### src/rtl/gord_pkg.sv
package gord_pkg;
  localparam int MAP_SIDE_DEF   = 64;
  localparam int MAX_RADIUS_DEF = 15;
  localparam int CFG_W          = 7;
  localparam logic signed [7:0] FREE = 8'sd0;

  typedef enum logic [1:0] {
    OP_WRITE = 2'd0,
    OP_RUN   = 2'd1,
    OP_READ  = 2'd2,
    OP_NONE  = 2'd3
  } op_t;

  typedef enum logic [1:0] {
    REG_ROWS   = 2'd0,
    REG_COLS   = 2'd1,
    REG_RADIUS = 2'd2,
    REG_NONE   = 2'd3
  } reg_idx_t;

  // Controller commands to the datapath.
  typedef struct packed {
    logic clr_start;   // load the clear sweep counter
    logic clr_step;    // clear one result cell
    logic ring_init;   // reset the circle walker and the scan position
    logic ring_step;   // advance the circle walker by one point
    logic oct_step;    // apply one of the eight mirrored offsets
    logic scan_next;   // move to the next source cell, restart the ring
    logic rd_src;      // read source cell at the scan position
    logic rd_dst;      // read result cell at the current target
    logic wr_dst;      // conditional update of the target result cell
  } dp_cmd_t;

  // Datapath status back to the controller.
  typedef struct packed {
    logic clr_done;
    logic ring_done;   // walker has finished the octant
    logic scan_done;   // last source cell visited
    logic src_free;    // scanned source cell is zero
    logic area_empty;
  } dp_sts_t;
endpackage

### src/rtl/gord_ctrl.sv
module gord_ctrl (
  input  logic              clk,
  input  logic              rst_n,
  input  logic              start,
  output gord_pkg::dp_cmd_t cmd,
  input  gord_pkg::dp_sts_t sts,
  output logic              busy
);
  import gord_pkg::*;

  typedef enum logic [7:0] {
    S_IDLE  = 8'b0000_0001,
    S_CLR   = 8'b0000_0010,
    S_SRC   = 8'b0000_0100,
    S_CHK   = 8'b0000_1000,
    S_OCT   = 8'b0001_0000,
    S_UPD   = 8'b0010_0000,
    S_NEXT  = 8'b0100_0000,
    S_WALK  = 8'b1000_0000
  } state_t;

  state_t state_r, state_nxt;
  logic [2:0] oct_r, oct_nxt;
  logic boot_r, boot_nxt;

  // Next-state logic. Each ring offset is read in S_OCT, then updated in S_UPD.
  // The clear sweep after reset returns to idle without a scan.
  always_comb begin
    state_nxt = state_r;
    oct_nxt   = oct_r;
    boot_nxt  = boot_r;
    cmd       = '0;
    case (state_r)
      S_IDLE: begin
        if (start) begin
          cmd.clr_start = 1'b1;
          state_nxt = S_CLR;
        end
      end
      S_CLR: begin
        cmd.clr_step = 1'b1;
        if (sts.clr_done) begin
          cmd.ring_init = 1'b1;
          boot_nxt  = 1'b0;
          state_nxt = (boot_r || sts.area_empty) ? S_IDLE : S_SRC;
        end
      end
      S_SRC: begin
        cmd.rd_src = 1'b1;
        state_nxt = S_CHK;
      end
      S_CHK: begin
        oct_nxt = '0;
        state_nxt = sts.src_free ? S_NEXT : S_OCT;
      end
      S_OCT: begin
        cmd.rd_dst = 1'b1;
        state_nxt = S_UPD;
      end
      S_UPD: begin
        cmd.wr_dst   = 1'b1;
        cmd.oct_step = 1'b1;
        oct_nxt = oct_r + 3'd1;
        state_nxt = (oct_r == 3'd7) ? S_WALK : S_OCT;
      end
      S_WALK: begin
        oct_nxt = '0;
        if (sts.ring_done) state_nxt = S_NEXT;
        else begin
          cmd.ring_step = 1'b1;
          state_nxt = S_OCT;
        end
      end
      S_NEXT: begin
        if (sts.scan_done) state_nxt = S_IDLE;
        else begin
          cmd.scan_next = 1'b1;
          state_nxt = S_SRC;
        end
      end
      default: state_nxt = S_IDLE;
    endcase
  end

  always_ff @(posedge clk) begin
    if (!rst_n) begin
      state_r <= S_CLR;
      oct_r   <= '0;
      boot_r  <= 1'b1;
    end else begin
      state_r <= state_nxt;
      oct_r   <= oct_nxt;
      boot_r  <= boot_nxt;
    end
  end

  assign busy = (state_r != S_IDLE);
endmodule

### config.mk
export PLATFORM = sky130hd
export DESIGN_NAME = gord_ctrl
export DESIGN_NICKNAME = d
export VERILOG_FILES = /design/src/rtl/gord_pkg.sv /design/src/rtl/gord_ctrl.sv
export SDC_FILE = /design/constraint.sdc
export NUM_CORES = 1
export LEC_CHECK = 0
export ABC_AREA = 1
export BUFFER_PORTS_ARGS = -buffer_cell sky130_fd_sc_hd__buf_2
export CORE_ASPECT_RATIO = 2
export CORE_MARGIN = 4
export CORE_UTILIZATION = 30
export CTS_CLUSTER_DIAMETER = 30
export DETAILED_ROUTE_END_ITERATION = 6
export SYNTH_ARGS = -nofsm -noshare
export SYNTH_HDL_FRONTEND = slang
export SYNTH_SLANG_ARGS = --single-unit
### constraint.sdc
create_clock -name clk -period 1.5 [get_ports clk]
set_input_delay 0.225 -clock clk [delete_from_list [all_inputs] [get_ports clk]]
set_output_delay 0.225 -clock clk [all_outputs]
set_load 0.02 [all_outputs]
==> results of run 1 <==
how the worst min path moves through the flow:
| stage | from | end | slack [ps] | cells after the start |
|---|---|---|---|---|
| after global placement | oct_r[2]$_SDFFE_PN0P_ | oct_r[2]$_SDFFE_PN0P_ | 450 | 2 |
| after CTS | rst_n | boot_r$_SDFFE_PN1P_ | 200 | 2 |
| after global routing | rst_n | boot_r$_SDFFE_PN1P_ | 230 | 2 |
| final | rst_n | boot_r$_SDFFE_PN1P_ | 200 | 2 |
| after detailed placement | rst_n | boot_r$_SDFFE_PN1P_ | 460 | 2 |
| after floorplan | rst_n | boot_r$_SDFFE_PN1P_ | 290 | 1 |
synth_stat cells, drive strengths merged:
cell type,n,share of area [%]
nand2,33,24
nor2,22,16
inv,21,10
dfxtp,12,30
nand3,7,5.1
o21ai,6,5.2
a21oi,4,2.5
ha,2,3.2
buf,1,0.95
nor3,1,0.63
or2,1,1.1
xor2,1,1.1
state kept, by name, indices dropped and copies added, names as in the netlist:
register  count
oct_r         3
state_r       8
boot_r        1
per-stage QoR:
step	util, %	worst slack, ps	total power [uW]	TNS [ps]
floorplan	-	210	471	0
global placement	35.6	181	514	0
detailed placement	35.6	170	517	0
CTS	39.6	-34.0	896	-107
global route	41.3	-84.4	930	-403
finish	41.3	-29.4	888	-29.4
final cells by class:
class,count,area [sq um],share of cell area [%]
sequential,12,243,23.2
inverter,21,81.3,7.77
tap,28,35.0,3.35
timing repair buffer,23,158,15.1
clock buffer,4,55.1,5.26
multi-input combinational,77,475,45.4
worst max-delay path: stages (launching register included):
cell     delay (ps)
dfxtp_2         320
inv_2            70
nand2_4          80
nor2_4          140
nand2_4          60
or2_4           230
inv_2            50
buf_6           100
routing by layer:
| metal | up-vias | part of all wire (%) |
|---|---|---|
| li1 | 383 | - |
| met1 | 344 | 35 |
| met2 | 29 | 55 |
| met3 | 7 | 6.7 |
| met4 | 0 | 3.3 |
| met5 | - | 0 |
power by group through the flow:
| stage | combinational [uW] | sequential [uW] | clock [uW] |
|---|---|---|---|
| detailed placement | 173 | 344 | 0 |
| floorplan | 128 | 343 | 0 |
| global placement | 170 | 344 | 0 |
| global route | 212 | 339 | 379 |
| CTS | 193 | 338 | 364 |
| finish | 191 | 339 | 358 |
what timing repair did:
| action | CTS | global route |
|---|---|---|
| setup endpoints to repair | 5 | 10 |
| pin swaps | 3 | 4 |
| buffers inserted | 2 | 4 |
| resized for setup | 13 | 6 |
logic make-up (layout without fill, tap and decap cells):
| kind of cell | after synthesis | in the layout | share of synthesized area (%) |
|---|---|---|---|
| AO/OA/AOI/OAI | 10 | 10 | 7.77 |
| XOR/XNOR | 1 | 1 | 1.11 |
| adder cells (fa/ha/maj) | 2 | 2 | 3.17 |
| buffers and inverters | 22 | 48 | 10.9 |
| flip-flops | 12 | 12 | 30.4 |
| AND/OR/NAND/NOR | 64 | 64 | 46.6 |
==> impl_metrics.json, run 1 <==
{
  "status": "complete, but fails checks",
  "violations": "negative setup slack",
  "worstSetupEndpointType": "output port",
  "min_period_ps": 1530,
  "design_area_sq_mm": 0.00105,
  "hold_viol_final": 0,
  "numClockSinks": 12,
  "crit_required_ps": 1270,
  "cts-htree-levels": 1,
  "hp-class": "input port to flip-flop",
  "ctsHoldBuffers": 0,
  "slew_viol_final": 0,
  "syn_nets": 121,
  "r2r_end": "state_r[0]$_SDFFE_PN0P_",
  "layout_commonest_cell": "nand2_1",
  "fin_crit_sh_pct": 102,
  "intPower_uw": 639,
  "drt_iter0_drc": 13,
  "drc_errors": 0,
  "yosysSeqAreaShare_pct": 30.4,
  "fp-row-count": 26,
  "syn_inst": 111,
  "vias": 763,
  "synth.avg_cell_area_sq_um": 7.11,
  "routed_via_density": 4.62,
  "cts_root_buffer": "clkbuf_8",
  "grt_start_max_net_pins": 8,
  "worst_pin_slew_ps": 201,
  "reg2reg_slack_ps": 210,
  "drt-total-wl_mm": 1.78,
  "syn2layout_area_growth_pct": 32.6,
  "initial_utilization_pct": 31.1,
  "grt_pass1_wl_mm": 3.04,
  "clock.fmax_mhz": 654,
  "dp.final_hpwl_mm": 1.45,
  "combPwrFrac_pct": 21.6,
  "die_h_um": 80.6,
  "grt_use_met1_pct": 10.7,
  "powerDensity_mw_per_mm2": 848,
  "cts_buffer_depth": 2,
  "final_nets": 148,
  "synth_area_sq_um": 790,
  "fin_skew_ps": 1.43,
  "synthDistinctLibCells": 19,
  "placedCellCount": 155,
  "yosys_register_bits": 12,
  "rsz0062_at_grt": "true",
  "crit_start": "state_r[5]$_SDFFE_PN0P_",
  "r2r-start": "state_r[7]$_SDFFE_PN0P_",
  "ir_drop_v": 0.000435,
  "antenna_found_initial": 0,
  "clkPwrFrac_pct": 40.3,
  "cts.clk_slew.worst_paths_ps": 50,
  "io_buffers": 17,
  "startpoint_type": "flip-flop",
  "crit_arrival_ps": 1300,
  "drive_above_1_share_pct": 46.7,
  "cp_max_fo": 3,
  "p_switching_uw": 249,
  "path_class": "flip-flop to output port",
  "grt_pass1_vias": 778,
  "whs_ps": 204,
  "grt_usage_pct": 11.6,
  "numCtsBuffers": 3,
  "core_sq_mm": 0.00254,
  "slew_headroom_pct": 86.6,
  "netSwitchingFraction_pct": 28.0,
  "use_met3_pct": 2.91,
  "diodes": 0,
  "finalWorstSetupSlack_ps": -29.4,
  "wire_per_inst_um": 10.8,
  "io_pins": 18,
  "drtPass1Iterations": 4,
  "grt_util_met2_pct": 21.3,
  "r2r_cells": 11,
  "clkLatencyLatePin_ps": 240,
  "layout_common_cells": "nand2_1 (23), nor2_1 (13), buf_4 (12)",
  "gp_congestion": 0.784,
  "setup_viol": 1,
  "cts_tree": "built",
  "placed_area_sq_um": 902,
  "ys_warn_count": 0,
  "top_usage_layer": "met2",
  "critical_path.endpoint": "cmd[5]",
  "leakage_uw": 0.000564,
  "antenna_left": 0,
  "fillers": 287,
  "die-area_sq_mm": 0.00357,
  "maxCapViolCount": 0,
  "grt_overflow": 0,
  "p_seq_share_pct": 38.1,
  "fin_cells": 165,
  "die_x_um": 44.3
}
(Power assumes the default switching activity.)
==> run 2: changes to the inputs <==
==> constraint.sdc (replaced) <==
create_clock -name clk -period 1.8 [get_ports clk]
set_input_delay 0.27 -clock clk [delete_from_list [all_inputs] [get_ports clk]]
set_output_delay 0.27 -clock clk [all_outputs]
set_load 0.02 [all_outputs]
==> impl_metrics.json, run 2 (synthesized netlist as in run 1, its figures left out) <==
{
  "status": "complete, no violations",
  "antenna_found_initial": 0,
  "placedCellCount": 155,
  "wire_per_inst_um": 10.6,
  "fp-row-count": 26,
  "numClockSinks": 12,
  "p_seq_share_pct": 39.0,
  "crit_arrival_ps": 1360,
  "grt_start_max_net_pins": 8,
  "post_cts_buffers": 0,
  "combPwrFrac_pct": 19.8,
  "fin_skew_ps": 1.24,
  "fin_cells": 159,
  "io_buffers": 17,
  "min_period_ps": 1630,
  "die_x_um": 44.3,
  "hold_viol_final": 0,
  "slew_headroom_pct": 86.3,
  "hp-class": "input port to flip-flop",
  "drt-total-wl_mm": 1.68,
  "grt_pass1_wl_mm": 2.90,
  "io_pins": 18,
  "syn2layout_area_growth_pct": 21.2,
  "layout_common_cells": "nand2_1 (23), buf_2 (17), nor2_1 (16)",
  "clkLatencyLatePin_ps": 240,
  "fin_crit_sh_pct": 90.8,
  "startpoint_type": "flip-flop",
  "die_h_um": 80.6,
  "largest_reg_flops": 8,
  "clkPwrFrac_pct": 41.3,
  "slew_viol_final": 0,
  "p_switching_uw": 203,
  "path_class": "flip-flop to output port",
  "grt_usage_pct": 11.2,
  "layout_commonest_cell": "nand2_1",
  "grt_overflow": 0,
  "die-area_sq_mm": 0.00357,
  "leakage_uw": 0.000537,
  "cts-htree-levels": 1,
  "vias": 716,
  "diodes": 0,
  "ctsResizeCount": 0,
  "powerDensity_mw_per_mm2": 754,
  "clock.fmax_mhz": 612,
  "cts_tree": "built",
  "cts_root_buffer": "clkbuf_8",
  "setup_viol": 0,
  "worstSetupEndpointType": "output port",
  "gp_congestion": 0.784,
  "initial_utilization_pct": 31.1,
  "ir_drop_v": 0.000362,
  "numCtsBuffers": 3,
  "routed_via_density": 4.50,
  "dp.final_hpwl_mm": 1.45,
  "maxCapViolCount": 0,
  "setup_tns_ps": 0,
  "fin_util_pct": 37.7,
  "crit_required_ps": 1530,
  "reg_top3": "state_r x8, oct_r x3, boot_r x1",
  "final_nets": 142,
  "cp_max_fo": 3,
  "drive_above_1_share_pct": 38.9,
  "rsz0062_at_grt": "false",
  "cts_buffer_depth": 2,
  "ctsHoldBuffers": 0,
  "regMostFlops": "state_r",
  "cts.clk_slew.worst_paths_ps": 50,
  "drtPass1Iterations": 4,
  "grt_pass1_vias": 759,
  "intPower_uw": 518,
  "netSwitchingFraction_pct": 28.2,
  "antenna_left": 0,
  "worst_pin_slew_ps": 205,
  "drc_errors": 0,
  "drt_iter0_drc": 14,
  "core_sq_mm": 0.00254
}
==> run 2: per-stage QoR <==
step,hold slack [ps],total power (uW),cell area (sq um),worst slack (ps)
after floorplan,339,393,790,465
after global placement,455,428,902,436
after detailed placement,465,431,902,425
after CTS,249,729,957,155
after global routing,273,757,957,80.0
final,249,721,957,165
==> run 2: area by class of cell <==
type,instances,area [sq um]
tap,28,35.0
sequential,12,240
clock buffer,4,55.1
multi-input combinational,77,463
timing repair buffer,17,85.1
fill,287,1580
inverter,21,78.8
==> run 2: power groups by stage <==
| stage | combinational, uW | sequential, uW | clock, uW |
|---|---|---|---|
| 3_3_place_gp | 142 | 286 | 0 |
| 5_1_grt | 159 | 282 | 316 |
| 6_report | 142 | 281 | 298 |
| 3_5_place_dp | 144 | 287 | 0 |
| 4_1_cts | 145 | 281 | 303 |
| 2_1_floorplan | 107 | 286 | 0 |
==> run 2: layer usage <==
layer | up-vias | global-route usage (%) | part of all wire (%)
met5 | - | 0 | 0
met4 | 0 | 7.25 | 3.3
met3 | 5 | 2.91 | 5.9
met2 | 17 | 20.6 | 55
met1 | 322 | 10.0 | 36
li1 | 372 | - | -
==> run 2: worst max-delay path, stage by stage (launching register included) <==
cell and delay, ps:
dfxtp_1 320, inv_2 70, nand2_4 80, nor2_2 160, nand2_4 70, or2_4 230
inv_1 50, buf_2 150
==> run 2: final timing paths <==
path	slack, ps	from	depth (start not counted)	end
max	170	state_r[5]$_SDFFE_PN0P_	7	cmd[5]
min	250	rst_n	2	boot_r$_SDFFE_PN1P_
max reg2reg	590	state_r[7]$_SDFFE_PN0P_	10	state_r[0]$_SDFFE_PN0P_
min reg2reg	470	oct_r[1]$_SDFFE_PN0P_	2	oct_r[1]$_SDFFE_PN0P_
